### src/rtl/core/uer_pkg.sv
`timescale 1ns / 1ps

package uer_pkg;

    localparam int DIST_W    = 14;
    localparam int TICK16_W  = 16;
    localparam int TIMEOUT_W = 19;
    localparam int SCALE_W   = 16;
    localparam int CFG_IDX_W = 2;
    localparam int CFG_DATA_W = 19;

    localparam logic [DIST_W-1:0] DIST_MAX = {DIST_W{1'b1}};

    // Configuration register indexes.
    localparam logic [CFG_IDX_W-1:0] REG_SETTLE  = 2'd0;
    localparam logic [CFG_IDX_W-1:0] REG_PULSE   = 2'd1;
    localparam logic [CFG_IDX_W-1:0] REG_TIMEOUT = 2'd2;
    localparam logic [CFG_IDX_W-1:0] REG_SCALE   = 2'd3;

    typedef enum logic [2:0] {
        PH_IDLE    = 3'd0,
        PH_SETTLE  = 3'd1,
        PH_PULSE   = 3'd2,
        PH_WAIT    = 3'd3,
        PH_MEASURE = 3'd4
    } phase_t;

    typedef struct packed {
        logic start_req;
        logic sensor_side;
        logic echo_left;
        logic echo_right;
    } tick_in_t;

    typedef struct packed {
        logic              trig_left;
        logic              trig_right;
        logic              busy_res;
        logic              done_res;
        logic [DIST_W-1:0] distance_cm;
    } tick_out_t;

endpackage

### src/rtl/core/uer_scale.sv
`timescale 1ns / 1ps

module uer_scale #(
    parameter int COUNT_WIDTH = 19,
    parameter int SCALE_SHIFT = 20
) (
    input  logic [COUNT_WIDTH-1:0]       count,
    input  logic [uer_pkg::SCALE_W-1:0]  scale_mult,
    output logic [uer_pkg::DIST_W-1:0]   distance
);
    import uer_pkg::*;

    localparam int PROD_W = COUNT_WIDTH + SCALE_W;
    localparam int PW_A   = PROD_W + 1;
    localparam int PW_B   = SCALE_SHIFT + DIST_W + 1;
    localparam int PW     = (PW_A > PW_B) ? PW_A : PW_B;

    logic [PROD_W-1:0] prod;
    logic [PW-1:0]     rounded;
    logic [PW-1:0]     shifted;

    // Round half up, then saturate to the distance field.
    always_comb begin
        prod     = PROD_W'(count) * PROD_W'(scale_mult);
        rounded  = PW'(prod) + (PW'(1) << (SCALE_SHIFT - 1));
        shifted  = rounded >> SCALE_SHIFT;
        if (shifted > PW'(DIST_MAX)) begin
            distance = DIST_MAX;
        end else begin
            distance = shifted[DIST_W-1:0];
        end
    end

endmodule

### src/rtl/core/ultrasonic_echo_ranger_top.sv
`timescale 1ns / 1ps
// Channel   Direction  Handshake          Payload
// s_        in         s_valid / s_ready  tick_in_t: start_req, sensor_side, echo lines
// m_        out        m_valid / m_ready  tick_out_t: triggers, busy, done, distance
// cfg_      in         cfg_we only        cfg_index selects register, cfg_data value
//
// Every input transaction is one timebase tick and yields exactly one result in the next
// cycle; a new tick is taken every cycle unless the result stalls. The sequencer, its
// counters and the distance multiply all sit between the state and result registers.
// Reset is synchronous and active low; it restores the register defaults and idles the
// sequencer. A stalled result holds in the result register, and input is refused only
// while that register is full and not being drained.

module ultrasonic_echo_ranger_top #(
    parameter int COUNT_WIDTH = 19,
    parameter int SCALE_SHIFT = 20
) (
    input  logic                          aclk,
    input  logic                          aresetn,

    input  logic                          s_valid,
    output logic                          s_ready,
    input  uer_pkg::tick_in_t             s_data,

    output logic                          m_valid,
    input  logic                          m_ready,
    output uer_pkg::tick_out_t            m_data,

    input  logic                          cfg_we,
    input  logic [uer_pkg::CFG_IDX_W-1:0] cfg_index,
    input  logic [uer_pkg::CFG_DATA_W-1:0] cfg_data
);
    import uer_pkg::*;

    localparam int CMP_W = (COUNT_WIDTH > TIMEOUT_W) ? COUNT_WIDTH : TIMEOUT_W;
    localparam logic [COUNT_WIDTH-1:0] CNT_MAX = {COUNT_WIDTH{1'b1}};

    // Configuration registers.
    logic [TICK16_W-1:0]  settle_reg;
    logic [TICK16_W-1:0]  pulse_reg;
    logic [TIMEOUT_W-1:0] timeout_reg;
    logic [SCALE_W-1:0]   scale_reg;

    // Sequencer state.
    phase_t                 phase_reg, phase_next;
    logic [COUNT_WIDTH-1:0] phase_count_reg, phase_count_next;
    logic [COUNT_WIDTH-1:0] echo_count_reg, echo_count_next;
    logic                   side_reg, side_next;
    logic [DIST_W-1:0]      dist_reg, dist_next;
    logic                   done_next;

    // Result register.
    logic      m_valid_reg;
    tick_out_t m_data_reg;

    logic                   accept;
    logic                   echo;
    logic [COUNT_WIDTH-1:0] scale_count;
    logic [DIST_W-1:0]      scaled;

    function automatic logic [COUNT_WIDTH-1:0] bump(input logic [COUNT_WIDTH-1:0] c);
        bump = (c == CNT_MAX) ? c : c + COUNT_WIDTH'(1);
    endfunction

    // A limit is reached at or beyond the limit itself or when the counter is full.
    function automatic logic reached(input logic [COUNT_WIDTH-1:0] c,
                                     input logic [CMP_W-1:0] limit);
        reached = (CMP_W'(c) >= limit) || (c == CNT_MAX);
    endfunction

    assign s_ready = !m_valid_reg || m_ready;
    assign accept  = s_valid && s_ready;
    assign m_valid = m_valid_reg;
    assign m_data  = m_data_reg;

    // The sensor chosen at start decides which echo line is watched.
    assign echo = side_reg ? s_data.echo_right : s_data.echo_left;

    // The echo count a measurement can end on this tick: one on the rising tick,
    // otherwise the running count, advanced while the echo is still high.
    assign scale_count = (phase_reg == PH_MEASURE) ?
                         (echo ? bump(echo_count_reg) : echo_count_reg) :
                         COUNT_WIDTH'(1);

    always_ff @(posedge aclk) begin
        if (!aresetn) begin
            settle_reg  <= TICK16_W'(10);
            pulse_reg   <= TICK16_W'(10);
            timeout_reg <= TIMEOUT_W'(500000);
            scale_reg   <= SCALE_W'(17983);
        end else if (cfg_we) begin
            unique case (cfg_index)
                REG_SETTLE:  settle_reg  <= cfg_data[TICK16_W-1:0];
                REG_PULSE:   pulse_reg   <= cfg_data[TICK16_W-1:0];
                REG_TIMEOUT: timeout_reg <= cfg_data[TIMEOUT_W-1:0];
                REG_SCALE:   scale_reg   <= cfg_data[SCALE_W-1:0];
                default: begin
                end
            endcase
        end
    end

    uer_scale #(
        .COUNT_WIDTH(COUNT_WIDTH),
        .SCALE_SHIFT(SCALE_SHIFT)
    ) u_scale (
        .count      (scale_count),
        .scale_mult (scale_reg),
        .distance   (scaled)
    );

    always_ff @(posedge aclk) begin
        if (!aresetn) begin
            phase_reg       <= PH_IDLE;
            phase_count_reg <= '0;
            echo_count_reg  <= '0;
            side_reg        <= 1'b0;
            dist_reg        <= '0;
        end else if (accept) begin
            phase_reg       <= phase_next;
            phase_count_reg <= phase_count_next;
            echo_count_reg  <= echo_count_next;
            side_reg        <= side_next;
            dist_reg        <= dist_next;
        end
    end

    // Next state for one tick. The scaler sees the echo count this tick leaves
    // whenever a measurement ends on it.
    always_comb begin
        phase_next       = phase_reg;
        phase_count_next = phase_count_reg;
        echo_count_next  = echo_count_reg;
        side_next        = side_reg;
        dist_next        = dist_reg;
        done_next        = 1'b0;
        unique case (phase_reg)
            PH_IDLE: begin
                if (s_data.start_req) begin
                    side_next        = s_data.sensor_side;
                    phase_next       = PH_SETTLE;
                    phase_count_next = '0;
                end
            end
            PH_SETTLE: begin
                phase_count_next = bump(phase_count_reg);
                if (reached(phase_count_next, CMP_W'(settle_reg))) begin
                    phase_next       = PH_PULSE;
                    phase_count_next = '0;
                end
            end
            PH_PULSE: begin
                phase_count_next = bump(phase_count_reg);
                if (reached(phase_count_next, CMP_W'(pulse_reg))) begin
                    phase_next       = PH_WAIT;
                    phase_count_next = '0;
                end
            end
            PH_WAIT: begin
                if (echo) begin
                    // The rising tick already counts as one high sample.
                    echo_count_next  = COUNT_WIDTH'(1);
                    phase_count_next = '0;
                    phase_next       = PH_MEASURE;
                    if (reached(echo_count_next, CMP_W'(timeout_reg))) begin
                        dist_next  = scaled;
                        phase_next = PH_IDLE;
                        done_next  = 1'b1;
                    end
                end else begin
                    phase_count_next = bump(phase_count_reg);
                    if (reached(phase_count_next, CMP_W'(timeout_reg))) begin
                        // No echo arrived: report zero distance.
                        echo_count_next = '0;
                        dist_next       = '0;
                        phase_next      = PH_IDLE;
                        done_next       = 1'b1;
                    end
                end
            end
            PH_MEASURE: begin
                if (echo) begin
                    echo_count_next = bump(echo_count_reg);
                    if (reached(echo_count_next, CMP_W'(timeout_reg))) begin
                        dist_next  = scaled;
                        phase_next = PH_IDLE;
                        done_next  = 1'b1;
                    end
                end else begin
                    dist_next  = scaled;
                    phase_next = PH_IDLE;
                    done_next  = 1'b1;
                end
            end
            default: begin
                phase_next = PH_IDLE;
            end
        endcase
    end

    // The result shows the state after the tick that produced it.
    always_ff @(posedge aclk) begin
        if (!aresetn) begin
            m_valid_reg <= 1'b0;
        end else if (accept) begin
            m_valid_reg <= 1'b1;
        end else if (m_ready) begin
            m_valid_reg <= 1'b0;
        end
    end

    always_ff @(posedge aclk) begin
        if (accept) begin
            m_data_reg.trig_left   <= (phase_next == PH_PULSE) && !side_next;
            m_data_reg.trig_right  <= (phase_next == PH_PULSE) && side_next;
            m_data_reg.busy_res    <= (phase_next != PH_IDLE);
            m_data_reg.done_res    <= done_next;
            m_data_reg.distance_cm <= dist_next;
        end
    end

endmodule
### config.mk
export PLATFORM = sky130hd
export DESIGN_NAME = ultrasonic_echo_ranger_top
export DESIGN_NICKNAME = d
export VERILOG_FILES = /design/src/rtl/core/uer_pkg.sv /design/src/rtl/core/uer_scale.sv /design/src/rtl/core/ultrasonic_echo_ranger_top.sv
export SDC_FILE = /design/constraint.sdc
export NUM_CORES = 1
export LEC_CHECK = 0
export ABC_AREA = 1
export BUFFER_PORTS_ARGS = -buffer_cell sky130_fd_sc_hd__buf_2
export CORE_UTILIZATION = 40
export CTS_CLUSTER_DIAMETER = 120
export CTS_CLUSTER_SIZE = 20
export DETAILED_ROUTE_END_ITERATION = 12
export SKIP_LAST_GASP = 1
export SLEW_MARGIN = 0
export SYNTH_ARGS = -nofsm -noshare
export SYNTH_HDL_FRONTEND = slang
export SYNTH_HIERARCHICAL = 1
export SYNTH_SLANG_ARGS = --single-unit
### constraint.sdc
create_clock -name aclk -period 10.15 [get_ports aclk]
set_input_delay 1.015 -clock aclk [delete_from_list [all_inputs] [get_ports aclk]]
set_output_delay 1.015 -clock aclk [all_outputs]
set_load 0.01 [all_outputs]
Word-level counts from Yosys, hierarchy flattened:

Index checks and enable logic that the tools add are counted.
W data, S select, Z words.

* input port bits: 30
* register bits: 142
* output and inout port bits: 20

* multipliers: 1
* order comparisons: 6
* multiplexer cells: 39
* reduce and logical (&&, ||, !) cells: 22
* equal/unequal tests: 14
* $add $sub $neg: 3

Operators with widths (count)
* $mux W19: 10
* $mux W14: 6
* $eq A19 B19 Y1 const B: 4
* $pmux W19 S4: 1
* $add A19 B1 Y19 const B: 2
* $ge A19 B16 Y1: 2
* $ge A19 B19 Y1: 2
* $pmux W19 S2: 1
* $add A35 B20 Y36 const B: 1
* $mul A19 B16 Y35: 1
* $pmux W14 S2: 1
* $mux W3: 8
* $ge A1 B19 Y1 const A: 1
* $gt A16 B14 Y1 const B: 1
* $pmux W3 S5: 1
* $mux W1: 10
* $eq A3 B2 Y1 const B: 3
* $reduce_and A2 Y1: 4
* $reduce_and A3 Y1: 2
* $logic_or A1 B1 Y1: 5
* $eq A2 B2 Y1 const B: 2
* $reduce_bool A2 Y1: 2
* $reduce_bool A4 Y1: 1
* $eq A3 B1 Y1 const B: 1
* other kinds (10): 13

Longest topological paths before layout:

Gate-level depths: netlist (run 1).

* word-level depth: 11
* mapped depth: 44

Modules after synthesis:

The synthesis (run 1) kept the hierarchy.

By module, submodules not included
* uer_scale: cells an instance 1528, times used 1, area each 10939.2 µm²
* ultrasonic_echo_ranger_top: cells an instance 1329, times used 1, area each 8973.6 µm²

Least setup slack after synthesis (run 1):

OpenSTA, ideal clock, no wires.

* path type: input to register
* start point: in s_data[0] in the netlist's numbering
* end point: reg dist_reg[12]
* arrival time: 7528 ps
* required time: 10040 ps
* slack: 2512 ps
* path buffers: 4
* stages on the path: 34
* cell sequence: nand2_1 -> nand2_1 -> clkinv_1 -> clkbuf_1 -> nand2_1 -> o211ai_1 -> inv_1 -> clkbuf_1 -> clkbuf_1 -> nand2_1 -> fa_1 -> inv_1 -> fa_1 -> fa_1 -> fa_1 -> fa_1 -> inv_1 -> fa_1 -> inv_1 -> ha_1 -> a21oi_1 -> o21ai_0 -> a21oi_1 -> nor2_1 -> nor2_1 -> nand3_1 -> nand2_2 -> buf_4 -> nand3_1 -> o21bai_1 -> nand2_1 -> nand3_1 -> nand2_1 -> inv_1

* word-level cells in the longest chain between the ends: 10
* elaborated cells on any way between the ends: 12
* classes of those cells: add/sub (1); mul (1); order compare (1); mux (9)

RTL lines
* from (decl): line ultrasonic_echo_ranger_top.sv:23 `input uer_pkg::tick_in_t s_data,`
* $mux W1 (*): line ultrasonic_echo_ranger_top.sv:77 `assign echo = side_reg ? s_data.echo_right : s_data.echo_left;`
* $mux W19 (*)
* $mux W19 (*): line ultrasonic_echo_ranger_top.sv:81 `assign scale_count = (phase_reg == PH_MEASURE) ?`
* $mul A19 B16 Y35 (*): line uer_scale.sv:24 `prod = PROD_W'(count) * PROD_W'(scale_mult);`
* $add A35 B20 Y36 (*): line uer_scale.sv:25 `rounded = PW'(prod) + (PW'(1) << (SCALE_SHIFT - 1));`
* $gt A16 B14 Y1: line uer_scale.sv:27 `if (shifted > PW'(DIST_MAX)) begin`
* $mux W14 (*): line uer_scale.sv:27
* named net scaled[12]: line ultrasonic_echo_ranger_top.sv:59 `logic [DIST_W-1:0] scaled;`
* $mux W14 (on tied branches): line ultrasonic_echo_ranger_top.sv:184, ultrasonic_echo_ranger_top.sv:165
* $mux W14 (on tied branches): line ultrasonic_echo_ranger_top.sv:182, ultrasonic_echo_ranger_top.sv:160
* $pmux W14 S2 (*): line ultrasonic_echo_ranger_top.sv:137 `unique case (phase_reg)`
* to (signal assigned): line ultrasonic_echo_ranger_top.sv:124 `dist_reg <= dist_next;`
* to (decl): line ultrasonic_echo_ranger_top.sv:49 `logic [DIST_W-1:0] dist_reg, dist_next;`

The timed path passes the listed nets; every way through them passes the cells marked *.
A chain may end at the register's enable or synchronous reset.

Final worst setup path (run 1):

* start point: reg echo_count_reg[0]
* end point: reg m_data_reg, in the netlist m_data[13], data pin

* word-level cells in the longest chain between the ends: 11
* elaborated cells on any way between the ends: 17
* classes of those cells: add/sub (2); mul (1); order compare (2); eq/ne (2); mux (9); reduce/logical (1)

RTL lines
* from (decl): line ultrasonic_echo_ranger_top.sv:47 `logic [COUNT_WIDTH-1:0] echo_count_reg, echo_count_next;`
* from (signal assigned): line ultrasonic_echo_ranger_top.sv:122 `echo_count_reg <= echo_count_next;`
* $add A19 B1 Y19 or $eq A19 B19 Y1 (tied branches): line ultrasonic_echo_ranger_top.sv:62 `bump = (c == CNT_MAX) ? c : c + COUNT_WIDTH'(1);`
* $mux W19: line ultrasonic_echo_ranger_top.sv:62
* $mux W19 (*)
* $mux W19 (*): line ultrasonic_echo_ranger_top.sv:81
* $mul A19 B16 Y35 (*): line uer_scale.sv:24
* $add A35 B20 Y36 (*): line uer_scale.sv:25
* $gt A16 B14 Y1: line uer_scale.sv:27
* $mux W14 (*): line uer_scale.sv:27
* named net scaled[13]: line ultrasonic_echo_ranger_top.sv:59
* $mux W14 (on tied branches): line ultrasonic_echo_ranger_top.sv:184, ultrasonic_echo_ranger_top.sv:165
* $mux W14 (on tied branches): line ultrasonic_echo_ranger_top.sv:182, ultrasonic_echo_ranger_top.sv:160
* $pmux W14 S2 (*): line ultrasonic_echo_ranger_top.sv:137
* named net dist_next[13]: line ultrasonic_echo_ranger_top.sv:49
* to (decl): line ultrasonic_echo_ranger_top.sv:54 `tick_out_t m_data_reg;`

Marks and branches as above.

==> summary.md, run 1 <==
| Metric | Value |
|---|---|
| Drt total wl | 58,700 um |
| N_diodes | 0 |
| WL/cell | 16.8 um |
| Port-buffer cells | 49 |
| Reg clk slew, reported paths | 70 ps |
| Vias | around 18,000 |
| Syn nets | approximately 3,300 |
| Hold_ws | between 400 and 500 ps |
| Post-route DRC | 0 |
| Max FO, Critical Path | 23 |
| GPL Wtd Cong | about 0.95 |
| PD cells | 85.9 mW/mm^2 |
| RSZ-0062 raised after global routing | no |
| Clock buffer count from CTS | 17 |
| TritonRoute pass-1 iters | 5 |
| # Post-CTS Setup Buffers | 0 |
| Die Wd | 225 um |
| Post-cts sizing count | 0 |
| First-pass GRT wire length | 95,000 um |
| Final Setup Violations | 0 |
| Status | finished, final reports clean |
| Skew-Pair Late Insertion Delay | ~440 ps |
| Hold Vio Cnt, Final | 0 |
| Cell repeated most along the worst path | fa_1 |
| CTS tree | done |
| Leak Pwr | about 12 nW |
| Nets | ~3,300 |
| Area of the core | just under 0.05 sq mm |
| Slowest cell on crit path | inv_1 |
| Syn Area/Cell | 6.97 sq um |
| Max-Cap Viols | 0 |
| Count of cell types in the netlist | 49 |
| RR Startpoint | echo_count_reg[0] |
| Final period util | 88.3% |
| Multi-input logic area | 0.0139 sq mm |
| CTS Sinks | 142 |
| Max-slew headroom | 16.7% |
| Crit. Startpoint | echo_count_reg[0] |
| Final WS setup | 1190 ps |
| DP Cell Count | 3,467 |
| Die height | roughly 230 um |
| Slew Limit Fails | 0 |
| Setup TNS | 0 ps |
| Number of vias per cell | 5.05 |
| Remaining Overflow, GRT | 0 |
| H-tree Lvls | 4 |
| IO Count | 50 |
| Data arrival, critical path | 9150 ps |
| Hold buffers post-CTS | 0 |
| Post-synthesis sequential area ratio | between 15 and 20% |
| GR Util All Layers | 24.1% |
| Number of fill cells | between 5,000 and 6,000 |
| Fmax | 112 MHz |
| Number of synthesized flops with an enable pin | 18 |
| Async SR Flop Fraction | 0% |
| Maximum clock insertion buffer count | 2 |
| Largest stage delay, worst path | slightly below 700 ps |
| Layout cells sized above 1 | 4.90% |
| Initial antenna violation count | 0 |
| Worst clock skew | 18.3 ps |
| First DRT Iteration DRCs | 1,047 |
| Worst Tran Pin Value | about 1200 ps |
| Synth Flop Type | dfxtp_1 |
| Root Driver | clkbuf_16 |
| Initial Utilization | 40.6% |
| Crit path kind | flop to flop |
| VDD IR-drop max | about 0.00012 V |
| Hold Startpoint | phase_count_reg[18] |
| Die footprint | between 0.05 and 0.06 sq mm |
| Crit path time final | 8960 ps |
| Post-Syn Instances | approximately 2,900 |
| CP required | 10,330 ps |
| Register Area | 0.00302 sq mm |
| Detail Route Antenna Nets | 0 |
| P&R area growth vs syn | 6.24% |
| Number of global-route vias before repair | approximately 18,000 |
| Post-route non-filler standard cell count | between 3,000 and 4,000 |
| Post-Syn Area | 0.0199 sq mm |
| Synthesis-stage register bit count | 142 |
| Post-DP HPWL | ~46,000 um |
| Row Count | 81 |
| Startpoint types | flop |
| CP Capture Type | flop |
| Worst slack at placement | about 970 ps |
| Largest net degree at the start of global routing | 87 |
| YS warnings | 6 |
| Hold Crit Class | flop to flop |
-- metal layers --
layer / global-route usage, % / vias up / part of all wire (%)
met5: 0 / - / 0
li1: - / 8544 / -
met4: 9.02 / 0 / 3.4
met1: 29.1 / 8495 / 42
met3: 3.10 / 116 / 5.0
met2: 43.2 / 498 / 50
-- cell usage after synthesis (8+ instances only) --
master | instances | share of area [%]
o211ai_1 | 33 | 1.2
nand4_1 | 14 | 0.44
nand3_1 | 118 | 3.0
nand2_1 | 763 | 14
xnor2_1 | 9 | 0.40
o21ai_0 | 100 | 2.5
clkbuf_1 | 97 | 1.8
fa_1 | 236 | 24
o21bai_1 | 13 | 0.49
nor3_1 | 21 | 0.53
buf_2 | 8 | 0.20
nand2_2 | 21 | 0.66
edfxtp_1 | 18 | 2.7
a21oi_1 | 136 | 3.4
xor2_1 | 12 | 0.53
ha_1 | 196 | 12
inv_1 | 662 | 12
dfxtp_1 | 124 | 12
nor2_1 | 198 | 3.7
-- report_power, final --
part	internal, mW	switching [mW]	leakage, nW	total (mW)
Clock	0.335	0.265	0.256	0.600
Sequential	0.601	0.0407	1.20	0.641
Combinational	0.199	0.378	10.5	0.577
-- critical path: cells and delay by family, from the launching register on --
kind | cells | cell delay [ps]
flops | 1 | 540
fa+ha+maj | 8 | 3870
compound gates | 6 | 1470
buf+inv | 5 | 890
simple gates | 11 | 1920
-- through the flow --
step / utilization, % / instance area, sq um / power, mW
floorplan: - / 19900 / 1.06
global placement: 42.0 / 20600 / 1.22
detailed placement: 42.0 / 20600 / 1.23
CTS: 43.1 / 21200 / 1.84
global route: 43.1 / 21200 / 1.95
finish: 43.1 / 21200 / 1.82
-- layout by cell type, fill, tap and decap left out, types with 9 or more instances in the layout --
| cell type | Yosys | routed |
|---|---|---|
| o21bai_1 | 13 | 13 |
| dfxtp_1 | 124 | 124 |
| buf_4 | 3 | 12 |
| nand4_1 | 14 | 14 |
| ha_1 | 196 | 196 |
| xor2_1 | 12 | 12 |
| xnor2_1 | 9 | 9 |
| inv_1 | 662 | 662 |
| nor3_1 | 21 | 19 |
| o211ai_1 | 33 | 33 |
| clkbuf_16 | 0 | 17 |
| nand2_2 | 21 | 21 |
| buf_2 | 8 | 49 |
| nand2_1 | 763 | 763 |
| nor2_1 | 198 | 197 |
| a21oi_1 | 136 | 136 |
| fa_1 | 236 | 236 |
| edfxtp_1 | 18 | 18 |
| o21ai_0 | 100 | 100 |
| nand3_1 | 118 | 118 |
-- final cells by class --
type | instances | share of cell area (%)
multi-input combinational | 1935 | 65.8
clock buffer | 17 | 2.01
tap | 664 | 3.93
timing repair buffer | 61 | 1.59
inverter | 665 | 11.8
sequential | 142 | 14.3
clock inverter | 15 | 0.574
-- worst paths after layout --
path / slack (ps) / cells past startpoint / endpoint
worst max register to register: 1190 / 30 / m_data[13]
worst max-delay path: 1190 / 30 / m_data[13]
worst min-delay path: 470 / 2 / phase_count_reg[18]
worst min register to register: 470 / 2 / phase_count_reg[18]
-- kinds of logic (layout without fill, tap and decap cells) --
group | count (synthesis) | after routing | share of synthesized area (%)
and+or+nand+nor | 1170 | 1170 | 24.1
buffers and inverters | 780 | 758 | 15.0
adders and majority gates | 432 | 432 | 36.0
AOI/OAI and AO/OA | 312 | 312 | 8.75
DFF | 142 | 142 | 15.2
xor gates and xnor gates | 21 | 21 | 0.924
No activity file was read; power rests on OpenSTA's default activity.
==> run 2, diff against run 1 <==
Clock period 10.15 ns to 10.67 ns, I/O delays scaled along.
==> summary.md, run 2 (same netlist as run 1, synthesis figures left out) <==
| Metric | Value |
|---|---|
| Status | finished, final reports clean |
| RR Startpoint | echo_count_reg[0] |
| Commonest non-fill, non-tap cells in the layout | nand2_1, inv_1, fa_1 |
| Port-buffer cells | between 40 and 50 |
| PD cells | 85.2 mW/mm^2 |
| Remaining Overflow, GRT | 0 |
| WL/cell | 17.1 um |
| Setup TNS | 0 ps |
| Drt total wl | 59,700 um |
| Worst clock skew | 15.4 ps |
| Hold buffers post-CTS | 0 |
| Cell class contributing the biggest share of worst-path delay | adder cells |
| Number of global-route vias before repair | 18,300 |
| Worst path bufs/invs | 6 |
| Post-DP HPWL | 46,300 um |
| Hold Vio Cnt, Final | 0 |
| H-tree Lvls | 4 |
| Post-cts sizing count | 0 |
| Leak Pwr | 12.0 nW |
| GR Util All Layers | roughly a quarter |
| Maximum clock insertion buffer count | 2 |
| Nets | 3,286 |
| Critical path depth | 32 |
| Initial antenna violation count | 0 |
| Slew Limit Fails | 0 |
| Worst R2R End | dist_reg[13] |
| Max-slew headroom | approximately an eighth |
| Fmax | 115 MHz |
| Initial Utilization | just over 40% |
| Crit path time final | 8710 ps |
| Final period util | 81.7% |
| Reg clk slew, reported paths | 70 ps |
| CTS Sinks | 142 |
| Die Wd | 225 um |
| CP Capture Type | flop |
| Die footprint | 0.0507 sq mm |
| GPL Wtd Cong | 0.958 |
| IO Count | 50 |
| TritonRoute pass-1 iters | 5 |
| # Post-CTS Setup Buffers | 0 |
| Crit path to | dist_reg[13] |
| Root Driver | clkbuf_16 |
| Startpoint types | flop |
| P&R area growth vs syn | 6.68% |
| Max-Cap Viols | 0 |
| Die height | 225 um |
| Number of fill cells | around 5,200 |
| Data arrival, critical path | slightly above 9000 ps |
| Number of vias per cell | slightly above 5 |
| Largest net degree at the start of global routing | 87 |
| Row Count | 81 |
| Worst Tran Pin Value | 1300 ps |
| Final Setup Violations | 0 |
| Area of the core | ~0.049 sq mm |
| VDD IR-drop max | 0.000126 V |
| Path depth of the worst reg2reg path | 32 |
| Skew-Pair Late Insertion Delay | 450 ps |
| R2r setup slk | around 2000 ps |
| N_diodes | 0 |
| Slowest cell on crit path | inv_1 |
| Max FO, Critical Path | 23 |
| Crit path kind | flop to flop |
| First DRT Iteration DRCs | 1,137 |
| First-pass GRT wire length | 96,900 um |
| Layout cells sized above 1 | 4.97% |
| Hold Crit Class | flop to flop |
| Vias | 17,700 |
| Crit. Startpoint | echo_count_reg[0] |
| Detail Route Antenna Nets | 0 |
| Post-route DRC | 0 |
| CTS tree | done |
| CP required | 11,020 ps |
| Largest stage delay, worst path | 690 ps |
| Final WS setup | 1960 ps |
| Commonest non-fill, non-tap cell in the layout | nand2_1 |
| Worst slack at placement | roughly 1800 ps |
| RSZ-0062 raised after global routing | no |
| Clock buffer count from CTS | 17 |
-- run 2: worst min path at each step --
stage / from / to / slack, ps / depth (start not counted)
finish: settle_reg[15] / settle_reg[15] / 470 / 2
global placement: settle_reg[15] / settle_reg[15] / 450 / 2
floorplan: scale_reg[0] / scale_reg[0] / 420 / 2
detailed placement: settle_reg[11] / settle_reg[11] / 460 / 2
CTS: settle_reg[10] / settle_reg[10] / 470 / 2
global route: settle_reg[13] / settle_reg[13] / 480 / 2
-- run 2: layout make-up --
cell class | instances | area, sq um | area share (%)
Clock buffer | 17 | 425 | 2.00
Clock inverter | 15 | 194 | 0.913
Inverter | 665 | 2500 | 11.8
Multi-Input combinational cell | 1935 | 13900 | 65.5
Sequential cell | 142 | 3020 | 14.2
Tap cell | 664 | 831 | 3.91
Timing Repair Buffer | 63 | 350 | 1.65
-- run 2: metrics by stage --
step | utilization, % | cells | cell area, sq um | total power [mW] | hold slack, ps
after floorplan | - | 2857 | 19900 | 1.00 | 424
after global placement | 42.0 | 3469 | 20600 | 1.17 | 447
after detailed placement | 42.0 | 3469 | 20600 | 1.18 | 458
after CTS | 43.3 | 3501 | 21200 | 1.83 | 468
after global routing | 43.3 | 3501 | 21200 | 1.93 | 484
final | 43.3 | 3501 | 21200 | 1.81 | 467
-- run 2: worst register-to-register path, delay by kind of cell, from the launching register on --
kind,cells,cell delay [ps]
adder cells (fa/ha/maj),8,3850
AND/OR/NAND/NOR,13,2350
AO/OA/AOI/OAI,5,1010
buffers and inverters,6,950
flip-flops,1,470
-- run 2: layer usage --
metal  routed length, um  part of all wire, %  GRT usage [%]  vias to the layer above
met5                   0                    0              0                        -
met1               25300                   42           30.2                     8592
met4                2150                  3.6           9.48                        0
met2               29600                   50           44.1                      462
met3                2660                  4.5           2.66                      116
li1                    -                    -              -                     8562
-- run 2: power breakdown --
part	total, mW	switching [mW]	internal (mW)
clock	0.648	0.258	0.390
sequential	0.606	0.0345	0.571
combinational	0.556	0.366	0.189
total	1.81	0.658	1.15
==> run 3, diff against run 2 <==
Clock period 10.67 ns to 8.6 ns, I/O delays scaled along.
==> summary.md, run 3 (same netlist as run 1, synthesis figures left out) <==
| Metric | Value |
|---|---|
| Hold path endpoint | settle_reg[13] |
| Hold Startpoint | settle_reg[13] |
| CP required | just under 9000 ps |
| Port-buffer cells | 49 |
| Hold Vio Cnt, Final | 0 |
| Crit path time final | ~8000 ps |
| Combinational Power Share | 31.8% |
| Crit path kind | flop to flop |
| TritonRoute pass-1 iters | 5 |
| M2 GR Usage | 42.2% |
| Fmax | 126 MHz |
| Met1 usage | between 20% and 30% |
| Initial Utilization | between 40% and 50% |
| Vias | 17,600 |
| Skew-Pair Late Insertion Delay | approximately 440 ps |
| Largest net degree at the start of global routing | 87 |
| Slew Limit Fails | 0 |
| Maximum clock insertion buffer count | 2 |
| Design Area, Final | ~0.021 sq mm |
| RR Startpoint | echo_count_reg[0] |
| Final period util | slightly above 90% |
| Post-route DRC | 0 |
| Worst clock skew | 8.62 ps |
| Detail Route Antenna Nets | 0 |
| Worst hold stages | 2 |
| Net switching power | 798 uW |
| Register Area | 0.00302 sq mm |
| CP Capture Type | flop |
| Clk pwr share | 34.1% |
| Area after DPL | 0.0209 sq mm |
| N_diodes | 0 |
| Post-cts sizing count | 0 |
| IO Count | 50 |
| WL/cell | 16.5 um |
| Data arrival, critical path | 8150 ps |
| GPL Wtd Cong | 0.949 |
| Max FO, Critical Path | 14 |
| Layout cells sized above 1 | 6.20% |
| Final WS setup | approximately 650 ps |
| Die height | 225 um |
| Worst R2R End | m_data[13] |
| Commonest non-fill, non-tap cells in the layout | nand2_1, inv_1, fa_1 |
| Setup TNS | 0 ps |
| Number of vias per cell | between 4 and 5 |
| Clock buffer count from CTS | 17 |
| Row Count | 81 |
| Hold Crit Class | flop to flop |
| PD cells | ~100 mW/mm^2 |
| GR peak layer | met2 |
| R2r setup slk | approximately 650 ps |
| Hold buffers post-CTS | 0 |
| VDD IR-drop max | 0.000129 V |
| Remaining Overflow, GRT | 0 |
| # Post-CTS Setup Buffers | 0 |
| Drt total wl | 58,400 um |
| P&R area growth vs syn | 7.94% |
| Status | finished, final reports clean |
| Die footprint | 0.0507 sq mm |
| Area of the core | 0.0491 sq mm |
| Core Util, Final | a little over two fifths |
| Sequential fraction of design power | 34.1% |
| Die Wd | 225 um |
| CTS Sinks | around 140 |
| Crit. Startpoint | echo_count_reg[0] |
| Power Internal | ~1.4 mW |
| Sw Share | 36.3% |
| Met3 Use GR | 3.49% |
| Post-DP HPWL | 47,800 um |
| First-pass GRT wire length | 95,100 um |
| Initial antenna violation count | 0 |
| Worst slack at placement | approximately 590 ps |
| Reg clk slew, reported paths | 60 ps |
| H-tree Lvls | 4 |
| GR Util All Layers | 24.0% |
| Root Driver | clkbuf_16 |
| Worst Tran Pin Value | 1270 ps |
| Commonest non-fill, non-tap cell in the layout | nand2_1 |
| Number of fill cells | between 5,000 and 6,000 |
| Max-slew headroom | 15.1% |
| Startpoint types | flop |
| Multi-input logic area | about 0.014 sq mm |
| Leak Pwr | 12.2 nW |
| Number of global-route vias before repair | 18,100 |
| Final Setup Violations | 0 |
| Slowest cell on crit path | fa_1 |
| Nets | 3,321 |
| First DRT Iteration DRCs | 1,099 |
| Path depth of the worst reg2reg path | 32 |
| RSZ-0062 raised after global routing | no |
| Cell repeated most along the worst path | fa_1 |
| Largest stage delay, worst path | 550 ps |
| CTS tree | done |
| Max-Cap Viols | 0 |
==> run 3: cell types whose count changed in the layout (fill, tap and decap cells not counted), sizes merged <==
cell      change
buf          +35
bufinv        -4
clkbuf        +8
clkinv        -1
clkinvlp      -3
inv           -1
==> run 3: power groups by stage <==
stage	Clock, mW	Combinational [mW]	Sequential (mW)
floorplan	0	0.505	0.741
finish	0.750	0.699	0.750
CTS	0.765	0.703	0.749
global route	0.796	0.809	0.754
global placement	0	0.688	0.762
detailed placement	0	0.696	0.764
==> run 3: critical path, delay by kind of cell (launching register included) <==
| kind | cells | cell delay [ps] |
|---|---|---|
| adder cells (fa/ha/maj) | 8 | 3600 |
| AND/OR/NAND/NOR | 12 | 1550 |
| buffers and inverters | 7 | 1050 |
| AO/OA/AOI/OAI | 5 | 930 |
| flip-flops | 1 | 540 |
==> run 3: final cells by class <==
| type | instances | area share [%] |
|---|---|---|
| Clock buffer | 25 | 2.60 |
| Clock inverter | 6 | 0.204 |
| Inverter | 665 | 11.6 |
| Multi-Input combinational cell | 1935 | 64.8 |
| Sequential cell | 142 | 14.1 |
| Tap cell | 664 | 3.87 |
| Timing Repair Buffer | 98 | 2.85 |
==> run 3: stage by stage <==
stage,instances,total power [mW],hold slack (ps)
after global routing,3535,2.36,480
after CTS,3535,2.22,464
after detailed placement,3504,1.46,456
after global placement,3504,1.45,447
after floorplan,2857,1.25,424
final,3535,2.20,464
==> run 3: worst max path at each step <==
stage                               to  slack [ps]  cells after the start
after global placement       m_data[1]         640                     31
after detailed placement    m_data[13]         590                     32
after global routing      dist_reg[13]           3                     35
after floorplan           dist_reg[12]        1120                     34
final                       m_data[13]         650                     32
after CTS                   m_data[13]         540                     32
==> run 3: routing by layer <==
metal / share of wire [%] / up-vias
met1: 43 / 8443
met2: 49 / 445
li1: - / 8630
met4: 3.3 / 0
met3: 4.7 / 96
met5: 0 / -
